## config.mk

```make
export PLATFORM = sky130hd
export DESIGN_NAME = hbca_ctrl
export DESIGN_NICKNAME = d
export VERILOG_FILES = /design/src/rtl/hbca_pkg.sv /design/src/rtl/hbca_ctrl.sv
export SDC_FILE = /design/constraint.sdc
export NUM_CORES = 1
export LEC_CHECK = 0
export BUFFER_PORTS_ARGS = -buffer_cell sky130_fd_sc_hd__clkbuf_2
export CORE_AREA = 2 2 39 41
export CTS_CLUSTER_DIAMETER = 200
export DETAILED_ROUTE_END_ITERATION = 7
export DIE_AREA = 0 0 41 43
export GPL_TIMING_DRIVEN = 1
export HOLD_SLACK_MARGIN = 0.12
export PLACE_DENSITY = 0.45
export SLEW_MARGIN = 5
export SYNTH_ARGS = -nofsm -noshare
export SYNTH_HDL_FRONTEND = slang
export SYNTH_SLANG_ARGS = --single-unit
```

## constraint.sdc

```tcl
create_clock -name clk_i -period 1.52 [get_ports clk_i]
set_input_delay 0.152 -clock clk_i [delete_from_list [all_inputs] [get_ports clk_i]]
set_output_delay 0.152 -clock clk_i [all_outputs]
set_load 0.1 [all_outputs]
```

## src/rtl/hbca_pkg.sv

```systemverilog
// Package of types, constants and helpers shared by the buffer cache allocator.
package hbca_pkg;

  localparam int unsigned NumBuffers  = 32;
  localparam int unsigned NumBuckets  = 13;
  localparam int unsigned RefcountMax = 255;

  localparam int unsigned SlotW   = 5;
  localparam int unsigned BucketW = 4;
  localparam int unsigned PosW    = 5;
  localparam int unsigned CountW  = 8;

  // Reciprocal of the bucket count, scaled by 2^36 and rounded up; exact for
  // every 32-bit block number.
  localparam logic [36:0] HashMagic =
    37'(((64'd1 << 36) + 64'(NumBuckets) - 64'd1) / 64'(NumBuckets));

  typedef enum logic [1:0] {
    CmdRead    = 2'd0,
    CmdRelease = 2'd1,
    CmdPin     = 2'd2,
    CmdUnpin   = 2'd3
  } cmd_e;

  typedef enum logic [2:0] {
    StOk        = 3'd0,
    StNoFree    = 3'd1,
    StUnderflow = 3'd2,
    StOverflow  = 3'd3,
    StBadSlot   = 3'd4
  } status_e;

  typedef struct packed {
    logic [1:0]  cmd;
    logic [15:0] device_id;
    logic [31:0] block_number;
    logic [4:0]  buffer_slot;
  } req_t;

  typedef struct packed {
    logic [4:0] slot_out;
    logic       tag_hit;
    logic       need_disk_read;
    logic [2:0] status;
    logic [7:0] count_after;
  } rsp_t;

  // Controller to datapath.
  typedef struct packed {
    logic       load;     // capture request, reset scan
    logic       hash;     // finish the home bucket of the request
    logic       scan;     // examine one buffer at index
    logic       next_bkt; // advance the bucket ring
    logic       commit;   // apply the chosen action
    logic [1:0] mode;     // 0 tag, 1 free in home, 2 free in other bucket
  } dp_cmd_t;

  // Datapath to controller.
  typedef struct packed {
    logic last_idx;  // the scan is at the last buffer
    logic found;     // a candidate is held at the start of a pass
    logic ring_done; // ring returned to the home bucket
  } dp_sts_t;

  localparam logic [1:0] ModeTag   = 2'd0;
  localparam logic [1:0] ModeHome  = 2'd1;
  localparam logic [1:0] ModeOther = 2'd2;

  // Initial bucket of a buffer.
  function automatic logic [BucketW-1:0] init_bucket(input int unsigned i);
    return BucketW'(i % NumBuckets);
  endfunction

  // Initial list position: count of later buffers in the same bucket.
  function automatic logic [PosW-1:0] init_pos(input int unsigned i);
    int unsigned n;
    n = 0;
    for (int unsigned j = 0; j < NumBuffers; j++) begin
      if (j > i && (j % NumBuckets) == (i % NumBuckets)) n++;
    end
    return PosW'(n);
  endfunction

endpackage

```

## src/rtl/hbca_ctrl.sv

```systemverilog
// Controller state machine for the buffer cache allocator.
module hbca_ctrl (
  input  logic             clk_i,
  input  logic             rst_ni,
  input  logic             in_valid_i,
  input  logic             in_is_read_i,
  output logic             in_stall_o,
  output logic             out_valid_o,
  input  logic             out_stall_i,
  output hbca_pkg::dp_cmd_t dp_cmd_o,
  input  hbca_pkg::dp_sts_t dp_sts_i
);
  import hbca_pkg::*;

  localparam logic [2:0] SIdle  = 3'd0;
  localparam logic [2:0] STag   = 3'd1;
  localparam logic [2:0] SHome  = 3'd2;
  localparam logic [2:0] SOther = 3'd3;
  localparam logic [2:0] SComm  = 3'd4;
  localparam logic [2:0] SOut   = 3'd5;
  localparam logic [2:0] SHash  = 3'd6;

  logic [2:0] state_q, state_d;
  logic       accept;

  assign in_stall_o  = (state_q != SIdle);
  assign out_valid_o = (state_q == SOut);
  assign accept      = in_valid_i && (state_q == SIdle);

  always_comb begin
    state_d  = state_q;
    dp_cmd_o = '0;
    case (state_q)
      SIdle: begin
        if (in_valid_i) begin
          dp_cmd_o.load = 1'b1;
          state_d = in_is_read_i ? SHash : SComm;
        end
      end
      SHash: begin
        dp_cmd_o.hash = 1'b1;
        state_d = STag;
      end
      STag: begin
        dp_cmd_o.scan = 1'b1;
        dp_cmd_o.mode = ModeTag;
        if (dp_sts_i.last_idx) state_d = SHome;
      end
      SHome: begin
        if (dp_sts_i.found) begin
          state_d = SComm;
        end else begin
          dp_cmd_o.scan = 1'b1;
          dp_cmd_o.mode = ModeHome;
          if (dp_sts_i.last_idx) state_d = SOther;
        end
      end
      SOther: begin
        if (dp_sts_i.found || dp_sts_i.ring_done) begin
          state_d = SComm;
        end else begin
          dp_cmd_o.scan     = 1'b1;
          dp_cmd_o.mode     = ModeOther;
          dp_cmd_o.next_bkt = dp_sts_i.last_idx;
        end
      end
      SComm: begin
        dp_cmd_o.commit = 1'b1;
        state_d = SOut;
      end
      SOut: begin
        if (!out_stall_i) state_d = SIdle;
      end
      default: state_d = SIdle;
    endcase
  end

  always_ff @(posedge clk_i or negedge rst_ni) begin
    if (!rst_ni) begin
      state_q <= SIdle;
    end else begin
      state_q <= state_d;
    end
  end

  // A load only ever happens on an accepted beat.
  assert property (@(posedge clk_i) disable iff (!rst_ni)
    dp_cmd_o.load |-> accept) else $error("load without accept");
  // Commit is followed by a pending result.
  assert property (@(posedge clk_i) disable iff (!rst_ni)
    dp_cmd_o.commit |=> out_valid_o) else $error("commit without result");
  // Scan and commit never coincide.
  assert property (@(posedge clk_i) disable iff (!rst_ni)
    !(dp_cmd_o.scan && dp_cmd_o.commit)) else $error("scan and commit");

endmodule

```

# [Yosys cells after proc, flatten, opt, wreduce, memory -nomap -nowiden]
# Index checks and enable logic that the tools add are counted.
[totals] register_bits=3
[classes] n_eq_ne=11 muxes=19 n_reduce_logical=4
[ops] op="3-bit one-hot mux with 7 select lines" n=1
[ops] op="3-bit 2-to-1 mux" n=6
[ops] op="3-bit equality test, second input constant" n=3
[ops] op="2-bit != test, second input constant" n=4
[ops] op="1-bit 2-to-1 mux" n=7
[ops] op="3-bit by 2-bit equality test with 1-bit output, second input constant" n=2
[ops] op="2-bit 2-to-1 mux" n=3
[ops] op="5-bit AND reduction" n=1
[ops] op="2-bit one-hot mux with 2 select lines" n=1
[ops] op="3-bit by 1-bit equality test with 1-bit output, second input constant" n=1
[ops] op="3-bit logical NOT" n=1
[ops] op="3-bit != test, second input constant" n=1
[ops] op="1-bit one-hot mux with 3 select lines" n=1
[ops] op="3-bit nonzero test" n=1
[ops] op="1-bit logical OR" n=1

# [Depth between registers and ports, before layout]
# Gate-level depths: netlist of run 1.
[depth] depth_word=3 ltp_mapped=4

# [Worst setup path before layout of run 1]
# Ideal clock, no wire load.
[synth_timing] kind="reg2out" startpoint="register state_q[0]" endpoint="output port dp_cmd_o[0] in the netlist's numbering" t_arrival_ns=2.692 required_time_ns=1.368 path_slack_ns=-1.324 stages_incl_launch_ff=3 path_buffers=0 path_cell_list="dfrtp_1 or2b_1 nor3_1"
[synth_lines] item="start: declaration" line_no="hbca_ctrl.sv:23" text="logic [2:0] state_q, state_d;"
[synth_lines] item="start signal: assignment" line_no="hbca_ctrl.sv:80" text="state_q <= SIdle;"
[synth_lines] item="start signal: assignment" line_no="hbca_ctrl.sv:82" text="state_q <= state_d;"
[synth_lines] item="end: declaration" line_no="hbca_ctrl.sv:10" text="output hbca_pkg::dp_cmd_t dp_cmd_o,"

==> results.md, run 1 <==
Finish:
- The final layout net count is 69.
- From synthesis to final layout, the design area changed by 136%.
- In the final layout, the registers with the most flip-flops are state_q x3.
- The register with the most flip-flops in the final layout is state_q.
- Of the cells placed in the final design, the portion with a size suffix greater than 1 is 0.633.
- The register with the most flip-flops in the layout has 3 of them.
- The filler cells instantiated in the layout total 138.
- The number of standard cells in the final layout excluding fillers is 76.
- 0 antenna diodes ended up in the layout.

Floorplan:
- The vertical extent of the die is 43 um.
- From left edge to right edge, the die measures 41 um.
- For this configuration, the core starts out at a cell density of 0.197.
- The core area is 0.00138 mm^2.
- The count of boundary I/O pins is 17.
- After floorplanning, the core was divided into 14 placement rows.
- The die covers 0.00176 mm^2.

Detailed routing:
- The iteration count of the initial detailed-routing pass is 2.
- The wire length per cell is 11.2 um.
- Once detail routing completed, the nets flagged for antenna violations numbered 0.
- The count of vias placed by the detailed router is 344.
- The via density per instance is 4.53.
- The detailed router finished its first iteration with 5 violations.
- The detailed-route DRC error count is 0.
- The total wirelength of the detailed-routed design is 849 um.

Clock network:
- The level count of the clock H-tree is 1.
- The CTS clock-pin slew for the worst setup and hold paths is 0.03 ns.
- CTS saw 3 sinks.
- The root buffer selected by CTS is sky130_fd_sc_hd__clkbuf_4.
- The CTS tree is yes.
- The total clock buffers created by CTS is 3.
- The buffer depth of the longest clock path is 2.
- For the worst-skew pair, the clock arrives at the later sink with an insertion delay of 0.25 ns.

Job:
- Across the run, the number of max-cap violations was 0.

Placed design:
- The final HPWL from detailed placement is 651 um.
- The placer congestion estimate is 0.818.
- The number of input and output port buffers inserted is 16.
- After detailed placement, the design holds a cell count of 67.

GRT:
- The number of global-route vias before repair is 329.
- The number of antenna violations at the first check in global routing was 0.
- The first-pass GRT wire length is 1.38 mm.
- The total overflow left after global routing is 0.
- Entering global routing, the biggest net connects 12 pins.
- Across every metal layer, demand over resource in global routing totals 0.127.

Worst setup path:
- The largest fanout of any net on the critical path is 4.
- For this run, the slowest stage of the critical path takes 0.41 ns.
- The family with the most delay on the worst path is simple AND/OR/NAND/NOR gates.
- The combined buffer and inverter count along the critical path is 2.
- Counting cells, the worst reg-to-reg path comes to 7.
- The data arrival time of the critical path is 1.43 ns.
- The slowest stage of the critical path belongs to the cell sky130_fd_sc_hd__dfrtp_1.
- The total number of cells along the worst setup path is 4.
- The worst setup slack for register-to-register paths is 0.12 ns.
- The signal on the critical path passes through buf_6, or2b_1, nor3_2, buf_12.
- The required time at the endpoint of the critical path is 1.37 ns.
- In this run the critical register-to-register path is captured at state_q[2].
- The startpoint class of the critical path is a flip-flop.
- The worst register-to-register path begins at state_q[0].
- STA classifies the critical path endpoint as a primary output.
- Tracing the worst setup path back leads to its startpoint at state_q[0].
- The start-to-end type of the worst setup path is flip-flop to primary output.
- The most critical setup path has its endpoint at dp_cmd_o[0].

Worst hold path:
- The class of the tightest hold or removal check is input port to flip-flop.

Yosys:
- Of the total synthesized cell area, the portion taken by full adders, half adders and majority gates is 0.
- The mux cell area share after synthesis is 0.0367.
- After synthesis, the largest family of logic cells by area is simple AND/OR/NAND/NOR gates.
- The complex-gate fraction of the synthesized area was 0.229.
- The post-synth net total is 41.
- The simple-gate portion of the synthesized area is 0.372.
- The average cell area after synthesis is 8.27 um^2.
- For this run, the register share of the synthesized area comes to 0.275.
- The distinct cell type count after synthesis is 22.
- For this run, the number of Yosys warnings is 0.
- The flip-flop and latch count after synthesis is 3.
- Synthesis handed over a netlist of 33 instances.
- Of the total synthesized cell area, the portion taken by XOR and XNOR cells is 0.
- The netlist area before placement is 273 um^2.

Timing:
- Setup violations remaining at the end of the flow were counted as 5.
- Setup repair after global routing could not meet its margin everywhere.
- The maximum operating frequency is 632 MHz.
- The clock period minus worst slack is 1.58 ns.
- At the pin with the least slew margin, the transition time is 0.357 ns.
- The tightest slew margin relative to the limit is 0.761.
- In the post-route analysis, the smallest setup slack over all paths is -0.0621 ns.
- The number of slew-limit violations in the final report was 0.
- The part of the cycle the worst path needs is 1.04.
- On the final layout, the worst clock skew is 0.00571 ns.
- The number of hold violations in the final report is 0.

Outcome:
- The run finished, with violations left.
- The checks that failed: negative setup slack.
[repair_timing]
action                                  CTS  global route
resized for setup                         4             0
cloned                                    0             0
hold endpoints to repair                  3             0
endpoints found under the setup margin    7             6
pin swaps                                 1             0
hold buffers                              1             0
setup buffers                             2             2
[final cells by class]
class	count	area [um^2]	share of cell area
inverter	2	7.51	0.0117
sequential	3	75.1	0.117
multi-input combinational	26	223	0.346
timing repair buffer	25	293	0.454
tap	16	20.0	0.0311
clock buffer	4	26.3	0.0408
[worst reg2reg max path, stage by stage, from the launching register on]
cell and delay, ns:
sky130_fd_sc_hd__dfrtp_1 0.41, sky130_fd_sc_hd__buf_6 0.14, sky130_fd_sc_hd__nand3b_1 0.12, sky130_fd_sc_hd__nor3_4 0.05, sky130_fd_sc_hd__buf_6 0.12, sky130_fd_sc_hd__buf_4 0.12, sky130_fd_sc_hd__buf_4 0.12, sky130_fd_sc_hd__a2111oi_2 0.20
[synth_stat cells (all sizes together)]
| master | count | area share |
|---|---|---|
| mux2i | 1 | 0.037 |
| o21ai | 1 | 0.018 |
| inv | 2 | 0.028 |
| or3 | 1 | 0.023 |
| dfrtp | 3 | 0.28 |
| a211oi | 1 | 0.028 |
| and3 | 1 | 0.023 |
| nand3b | 1 | 0.028 |
| nor2 | 4 | 0.055 |
| o21bai | 1 | 0.028 |
| and2b | 1 | 0.028 |
| o31ai | 1 | 0.028 |
| or2b | 1 | 0.028 |
| nor2b | 1 | 0.023 |
| buf | 2 | 0.060 |
| nor3 | 4 | 0.092 |
| a21oi | 1 | 0.018 |
| a2111oi | 2 | 0.11 |
| nand2 | 2 | 0.028 |
| and2 | 2 | 0.046 |
[cells in the final DEF (no fill, tap or decap), types with 2 or more instances in the layout]
cell and count:
sky130_fd_sc_hd__buf_12 9, sky130_fd_sc_hd__nor3_4 2, sky130_fd_sc_hd__clkbuf_4 3, sky130_fd_sc_hd__nor2_1 2
sky130_fd_sc_hd__buf_4 6, sky130_fd_sc_hd__clkbuf_2 7, sky130_fd_sc_hd__a2111oi_2 2, sky130_fd_sc_hd__buf_6 2
sky130_fd_sc_hd__nor2_4 2, sky130_fd_sc_hd__dfrtp_1 3, sky130_fd_sc_hd__nand2_1 2, sky130_fd_sc_hd__inv_1 2
[cell families (layout without fill, tap and decap cells)]
group	after synthesis	after routing
simple gates	18	18
compound gates	7	7
mux	1	1
flops	3	3
buf+inv	4	31
[how the worst min path moves through the flow]
stage,from,end,slack (ns),cells after the start
2_1_floorplan,rst_ni,state_q[0],-0.14,0
3_3_place_gp,rst_ni,state_q[1],-0.05,1
3_5_place_dp,rst_ni,state_q[1],-0.05,1
4_1_cts,in_is_read_i,state_q[1],0.18,3
5_1_grt,in_is_read_i,state_q[1],0.19,3
6_report,in_is_read_i,state_q[1],0.18,3
[metrics by stage]
step | util | setup TNS [ns] | setup slack (ns) | cell area (um^2) | hold WS, ns
6_report | 0.466 | -0.151 | -0.0621 | 644 | 0.180
3_3_place_gp | 0.408 | 0 | 0.129 | 564 | -0.0477
4_1_cts | 0.455 | -0.271 | -0.0832 | 629 | 0.182
2_1_floorplan | - | -1.64 | -0.510 | 315 | -0.144
3_5_place_dp | 0.408 | 0 | 0.107 | 564 | -0.0463
5_1_grt | 0.466 | -0.543 | -0.124 | 644 | 0.189
[per-layer routing]
layer,part of all wire,track usage,vias up
li1,-,-,173
met1,0.41,0.136,156
met2,0.48,0.178,12
met3,0.074,0.0471,3
met4,0.033,0.120,0
met5,0,0,-
Power of run 1 is left out: the tool's default activity adds up to more than one toggle a clock period on the data nets, which glitch-free logic cannot reach.
==> inputs of run 2 (changes only) <==
--- a/config.mk
+++ b/config.mk
@@ -13,6 +13,7 @@
 export GPL_TIMING_DRIVEN = 1
 export HOLD_SLACK_MARGIN = 0.12
 export PLACE_DENSITY = 0.45
+export SETUP_SLACK_MARGIN = 0.15
 export SLEW_MARGIN = 5
 export SYNTH_ARGS = -nofsm -noshare
 export SYNTH_HDL_FRONTEND = slang
==> run 2 against run 1 <==
The flow still finishes with violations (negative setup slack); die area did not move; clock skew fell by 0.0047 ns; utilization rose by 0.99 points; first-iteration DRC count fell by 40%; setup slack improved by 0.0067 ns; register-to-register slack barely moved; maximum frequency rose by 0.43%; highest routed layer unchanged.
==> results.md, run 2 (same netlist as run 1, synthesis figures left out) <==
Outcome:
- The flow ran to the end, but the final reports show violations.
- The checks that failed: negative setup slack.

Timing:
- The part of the cycle the worst path needs is 1.04 (-0.00444).
- The worst clock skew on the final layout is 0.00102 ns (-0.00469 ns).
- The actual slew at the worst max-slew pin is 0.277 ns (-0.0808 ns).
- The tightest slew margin relative to the limit was 0.815 (+0.0544).
- The clock period minus worst slack is 1.58 ns (-0.00674 ns).
- The number of hold violations in the final report was 0 (unchanged).
- The number of slew-limit violations in the final report is 0 (unchanged).
- The post-layout worst setup margin is -0.0553 ns (+0.00674 ns).
- The count of endpoints failing setup in the final report is 3 (-2).
- Setup repair after global routing could not meet its margin everywhere.
- The maximum operating frequency is 635 MHz (+0.43%).

Finish:
- The fraction of layout cells with a size suffix above 1 came to 0.717 (+0.0833).
- The leading cell type in the layout, fill and taps excluded is sky130_fd_sc_hd__buf_12.
- Ranked by flip-flop count, first place goes to state_q.
- The number of standard cells in the final layout excluding fillers is 76 (unchanged).
- The antenna cell count is 0 (unchanged).
- The final layout net count is 69 (unchanged).
- In the layout the commonest cells are 9 x sky130_fd_sc_hd__buf_12, 7 x sky130_fd_sc_hd__clkbuf_2, 6 x sky130_fd_sc_hd__buf_4.
- Relative to the synthesized area, the layout overhead comes to 141%.
- The number of flip-flops under the largest register name is 3 (unchanged).
- The final instance area is 658 um^2 (+2.1%).
- The largest registers in the layout are state_q x3.

Floorplan:
- The starting utilization of the core area is 0.197 (unchanged).
- The count of boundary I/O pins is 17 (unchanged).
- The standard-cell row count is 14 (unchanged).
- The core area was 0.00138 mm^2 (unchanged).
- The floorplan die width is 41 um (unchanged).
- The vertical extent of the die is 43 um (unchanged).
- The area of the die is 0.00176 mm^2 (unchanged).

GRT:
- The overflow left after global routing is 0 (unchanged).
- The overall track demand over capacity in global routing is 0.126 (-0.000752).
- The pin count of the biggest net entering global routing is 12 (unchanged).
- The first-pass GRT wire length is 1.41 mm (+2.0%).
- The number of antenna violations at the first check in global routing is 0 (unchanged).
- The number of global-route vias before repair came to 362 (+10%).

Clock network:
- The CTS clock-pin slew for the worst setup and hold paths came to 0.04 ns (about the same).
- The buffer depth of the longest clock path came to 2 (unchanged).
- The latest clock arrival within the worst-skew pair is 0.24 ns (about the same).
- The total clock buffers created by CTS is 3 (unchanged).
- TritonCTS built the clock tree.
- The level count of the clock H-tree is 1 (unchanged).
- The cell sitting at the root of the clock tree is a sky130_fd_sc_hd__clkbuf_4.
- The total number of clock tree sinks is 3 (unchanged).

Placed design:
- The cell total after placement came to 67 (unchanged).
- The cell area after placement is 567 um^2 (+0.44%).
- The worst-case setup slack after placement is 0.115 ns (+0.00816 ns).
- The final HPWL from detailed placement is 634 um (-2.6%).
- The placer congestion estimate is 0.803 (-1.8%).
- The number of input and output port buffers inserted is 16 (unchanged).

Worst setup path:
- The worst setup path is launched from a flip-flop.
- The terminus of the critical flop-to-flop path is state_q[2].
- The data arrival time of the critical path is 1.42 ns (about the same).
- The worst setup path is captured at a primary output.
- The required time at the endpoint of the critical path is 1.37 ns (about the same).
- The startpoint identified for the worst register-to-register timing path is state_q[0].
- The largest fanout of any net on the critical path was 4 (unchanged).
- The critical path is of the flip-flop to primary output type.
- The number of cells traversed by the worst register-to-register path came to 6 (-1).
- The worst setup slack for register-to-register paths is 0.12 ns (about the same).

Worst hold path:
- The startpoint identified for the worst hold timing path is in_is_read_i.
- The path class of the tightest hold or removal check is input port to flip-flop.
- The sink of the worst hold path is state_q[1].
- The worst hold path stage count is 3 (unchanged).

Detailed routing:
- The count of vias placed by the detailed router is 364 (+5.8%).
- The detailed-route DRC error count came to 0 (unchanged).
- The total wirelength of the detailed-routed design came to 871 um (+2.6%).
- The number of violations reported at the end of detailed-routing iteration 0 is 3 (-2).
- The via density per instance was 4.79 (+5.8%).
- The remaining antenna violation count was 0 (unchanged).
- The wire length per cell is 11.5 um (+2.6%).
- The iteration count of the initial detailed-routing pass is 2 (unchanged).

Job:
- The reported max-cap violation count was 0 (unchanged).
-- run 2: worst max-delay path: stages, from the launching register on --
cell	delay (ns)
sky130_fd_sc_hd__dfrtp_2	0.43
sky130_fd_sc_hd__buf_6	0.13
sky130_fd_sc_hd__or2b_1	0.23
sky130_fd_sc_hd__nor3_2	0.18
sky130_fd_sc_hd__buf_12	0.21
-- run 2: area by class of cell --
cell class	instances	area, um^2
fill	135	726
tap	16	20.0
multi-input combinational	26	231
clock buffer	4	26.3
sequential	3	77.6
timing repair buffer	25	293
inverter	2	10.0
-- run 2: what timing repair did --
item	4_1_cts	5_1_grt
pin swaps	3	1
endpoints found under the hold margin	3	0
hold buffers	1	0
resized for setup	6	4
buffers inserted	3	1
gates cloned	0	0
setup endpoints to repair	8	9
-- run 2: metrics by stage --
step / util / hold WS [ns] / setup TNS, ns
after global routing: 0.476 / 0.194 / -0.341
after detailed placement: 0.410 / -0.0467 / 0
final: 0.476 / 0.173 / -0.0944
after global placement: 0.410 / -0.0483 / 0
after floorplan: - / -0.144 / -1.59
after CTS: 0.464 / 0.180 / -0.0724
-- run 2: worst max path at each step --
stage,from,endpoint,slack [ns],cells after the start
2_1_floorplan,state_q[0],dp_cmd_o[3],-0.51,3
6_report,state_q[0],dp_cmd_o[0],-0.06,4
3_3_place_gp,state_q[0],dp_cmd_o[6],0.13,3
5_1_grt,state_q[0],dp_cmd_o[0],-0.1,4
3_5_place_dp,state_q[0],dp_cmd_o[6],0.12,3
4_1_cts,state_q[0],dp_cmd_o[0],-0.04,4
-- run 2: routing by layer --
| metal | vias up | track usage | wire length (um) |
|---|---|---|---|
| met2 | 11 | 0.194 | 478 |
| met3 | 2 | 0.0157 | 52 |
| met4 | 0 | 0.120 | 17 |
| met5 | - | 0 | 0 |
| met1 | 175 | 0.137 | 322 |
| li1 | 176 | - | - |
Power of run 2 is left out for the same reason.
==> inputs of run 3 (changes only) <==
--- a/config.mk
+++ b/config.mk
@@ -6,13 +6,15 @@
 export NUM_CORES = 1
 export LEC_CHECK = 0
 export BUFFER_PORTS_ARGS = -buffer_cell sky130_fd_sc_hd__clkbuf_2
+export CELL_PAD_IN_SITES_DETAIL_PLACEMENT = 0
+export CELL_PAD_IN_SITES_GLOBAL_PLACEMENT = 1
 export CORE_AREA = 2 2 39 41
 export CTS_CLUSTER_DIAMETER = 200
 export DETAILED_ROUTE_END_ITERATION = 7
 export DIE_AREA = 0 0 41 43
 export GPL_TIMING_DRIVEN = 1
 export HOLD_SLACK_MARGIN = 0.12
-export PLACE_DENSITY = 0.45
+export PLACE_DENSITY = 0.6
 export SETUP_SLACK_MARGIN = 0.15
 export SLEW_MARGIN = 5
 export SYNTH_ARGS = -nofsm -noshare
==> run 3 against run 2 <==
The run still ends with negative setup slack left; worst hold slack got worse by 0.0065 ns; first-iteration DRC count unchanged; clock skew decreased by 0.00064 ns; register-to-register slack improved by 0.16 ns; die area unchanged; sequential cell count unchanged; setup slack improved by 0.046 ns.
==> results.md, run 3 (same netlist as run 1, synthesis figures left out) <==
Outcome:
- The run finished, with violations left.
- The final reports fail on negative setup slack.

Detailed routing:
- The via density per instance is 4.59 (-4.1%).
- The iteration count of the initial detailed-routing pass was 2 (unchanged).
- The remaining antenna violation count is 0 (unchanged).
- The count of vias placed by the detailed router was 349 (-4.1%).
- The total wirelength of the detailed-routed design was 909 um (+4.4%).
- The wire length per cell is 12.0 um (+4.4%).
- The number of violations reported at the end of detailed-routing iteration 0 was 3 (unchanged).
- The detailed-route DRC error count is 0 (unchanged).

Finish:
- Ranked by flip-flop count, first place goes to state_q.
- The leading cell type in the layout, fill and taps excluded is sky130_fd_sc_hd__buf_12.
- The fraction of layout cells with a size suffix above 1 is 0.717 (unchanged).
- The number of flip-flops under the largest register name is 3 (unchanged).
- The final layout net count was 69 (unchanged).
- The multi-input gate area in the final layout was 258 um^2 (+11%).
- The flip-flop and latch area is 77.6 um^2 (unchanged).
- The largest registers in the layout are state_q x3.
- Leaving out fill and tap cells, the most frequent cells in the layout are 9 x sky130_fd_sc_hd__buf_12, 7 x sky130_fd_sc_hd__clkbuf_2, 5 x sky130_fd_sc_hd__buf_4.
- The area growth from synthesis to final layout is 151%.
- The antenna cell count came to 0 (unchanged).
- The number of fill cells is 134 (-0.74%).
- The number of standard cells in the final layout excluding fillers came to 76 (unchanged).

Job:
- The reported max-cap violation count is 0 (unchanged).

Worst setup path:
- The required time at the endpoint of the critical path is 1.37 ns (about the same).
- The critical path goes through or3_4, nor2_4, buf_12.
- The type of element capturing the critical path is a primary output.
- The largest fanout of any net on the critical path is 7 (+3).
- Among all stages on the critical path, the largest delay is contributed by sky130_fd_sc_hd__dfrtp_2.
- The data arrival time of the critical path is 1.38 ns (-0.04 ns).
- STA classifies the critical path startpoint as a flip-flop.
- The stage delay of the slowest cell on the critical path is 0.44 ns (about the same).
- The start-to-end type of the worst setup path is flip-flop to primary output.
- The number of cells traversed by the worst register-to-register path came to 4 (-2).

Timing:
- The tightest slew margin relative to the limit is 0.739 (-0.0764).
- The clock period minus worst slack is 1.53 ns (-0.0457 ns).
- The worst clock skew on the final layout was 0.000381 ns (-0.000642 ns).
- The actual slew at the worst max-slew pin is 0.389 ns (+0.113 ns).
- Setup repair after global routing could not meet its margin everywhere.
- The number of hold violations in the final report was 0 (unchanged).
- The post-layout worst setup margin is -0.00960 ns (+0.0457 ns).
- The number of slew-limit violations in the final report is 0 (unchanged).
- The count of endpoints failing setup in the final report is 1 (-2).
- The part of the cycle the worst path needs came to 1.01 (-0.0301).
- The maximum operating frequency is 654 MHz (+3.0%).

Clock network:
- The total number of clock tree sinks was 3 (unchanged).
- The level count of the clock H-tree is 1 (unchanged).
- The buffer depth of the longest clock path is 2 (unchanged).
- The latest clock arrival within the worst-skew pair is 0.23 ns (about the same).
- The total clock buffers created by CTS is 3 (unchanged).
- CTS placed an instance of sky130_fd_sc_hd__clkbuf_4 at the clock tree root.
- The CTS clock-pin slew for the worst setup and hold paths is 0.04 ns (about the same).
- TritonCTS built the clock tree.

Placed design:
- The cell total after placement is 66 (-1.5%).
- The number of input and output port buffers inserted came to 16 (unchanged).
- The placer congestion estimate is 0.769 (-4.3%).
- The final HPWL from detailed placement was 597 um (-5.9%).

GRT:
- The number of antenna violations at the first check in global routing is 0 (unchanged).
- The overflow left after global routing is 0 (unchanged).
- The number of global-route vias before repair is 308 (-15%).
- The overall track demand over capacity in global routing came to 0.129 (+0.00289).
- The first-pass GRT wire length is 1.42 mm (+1.0%).
- The pin count of the biggest net entering global routing is 12 (unchanged).

Floorplan:
- The starting utilization of the core area was 0.197 (unchanged).
- The area of the die is 0.00176 mm^2 (unchanged).
- The count of boundary I/O pins is 17 (unchanged).
- The floorplan die width is 41 um (unchanged).
- The standard-cell row count came to 14 (unchanged).
- The vertical extent of the die came to 43 um (unchanged).
- The core area is 0.00138 mm^2 (unchanged).

Worst hold path:
- The class of the tightest hold or removal check is input port to flip-flop.
- The worst hold path stage count is 3 (unchanged).
==> run 3: through the flow <==
step	util	setup TNS (ns)	worst slack, ns	hold WS, ns	area [um^2]
after detailed placement	0.404	0	0.0678	-0.0499	559
after CTS	0.452	-0.0361	-0.0361	0.174	626
final	0.495	-0.00960	-0.00960	0.167	686
after global routing	0.495	-0.0998	-0.0442	0.184	686
after global placement	0.404	0	0.0858	-0.0505	559
after floorplan	-	-1.59	-0.510	-0.144	318
==> run 3: worst paths after layout <==
kind,slack (ns),startpoint,end
worst max-delay path,-0.01,state_q[0],dp_cmd_o[6]
worst min-delay path,0.17,in_is_read_i,state_q[1]
worst max register to register,0.28,state_q[2],state_q[2]
worst min register to register,0.71,state_q[2],state_q[1]
max in group asynchronous,1.14,rst_ni,state_q[0]
min in group asynchronous,0.26,rst_ni,state_q[1]
==> run 3: layout make-up <==
| cell class | count | area share |
|---|---|---|
| multi-input combinational | 26 | 0.376 |
| tap | 16 | 0.0292 |
| inverter | 2 | 0.0109 |
| timing repair buffer | 25 | 0.432 |
| clock buffer | 4 | 0.0383 |
| sequential | 3 | 0.113 |
==> run 3: metal layers <==
| layer | track usage | vias to the layer above | wire length, um |
|---|---|---|---|
| met4 | 0.120 | 0 | 19 |
| met3 | 0.0524 | 2 | 58 |
| li1 | - | 173 | - |
| met5 | 0 | - | 0 |
| met1 | 0.162 | 162 | 337 |
| met2 | 0.156 | 12 | 493 |
==> run 3: what timing repair did <==
action,4_1_cts,5_1_grt
pin swaps,3,4
cloned,0,0
setup endpoints to repair,8,10
hold buffers,1,0
gates resized for setup,6,7
buffers inserted,2,3
endpoints found under the hold margin,3,0
==> run 3: critical path, delay by kind of cell (launching register included) <==
family        cells  cell delay, ns
simple gates      2            0.53
flops             1            0.44
buf+inv           1            0.18
Power of run 3 is left out for the same reason.
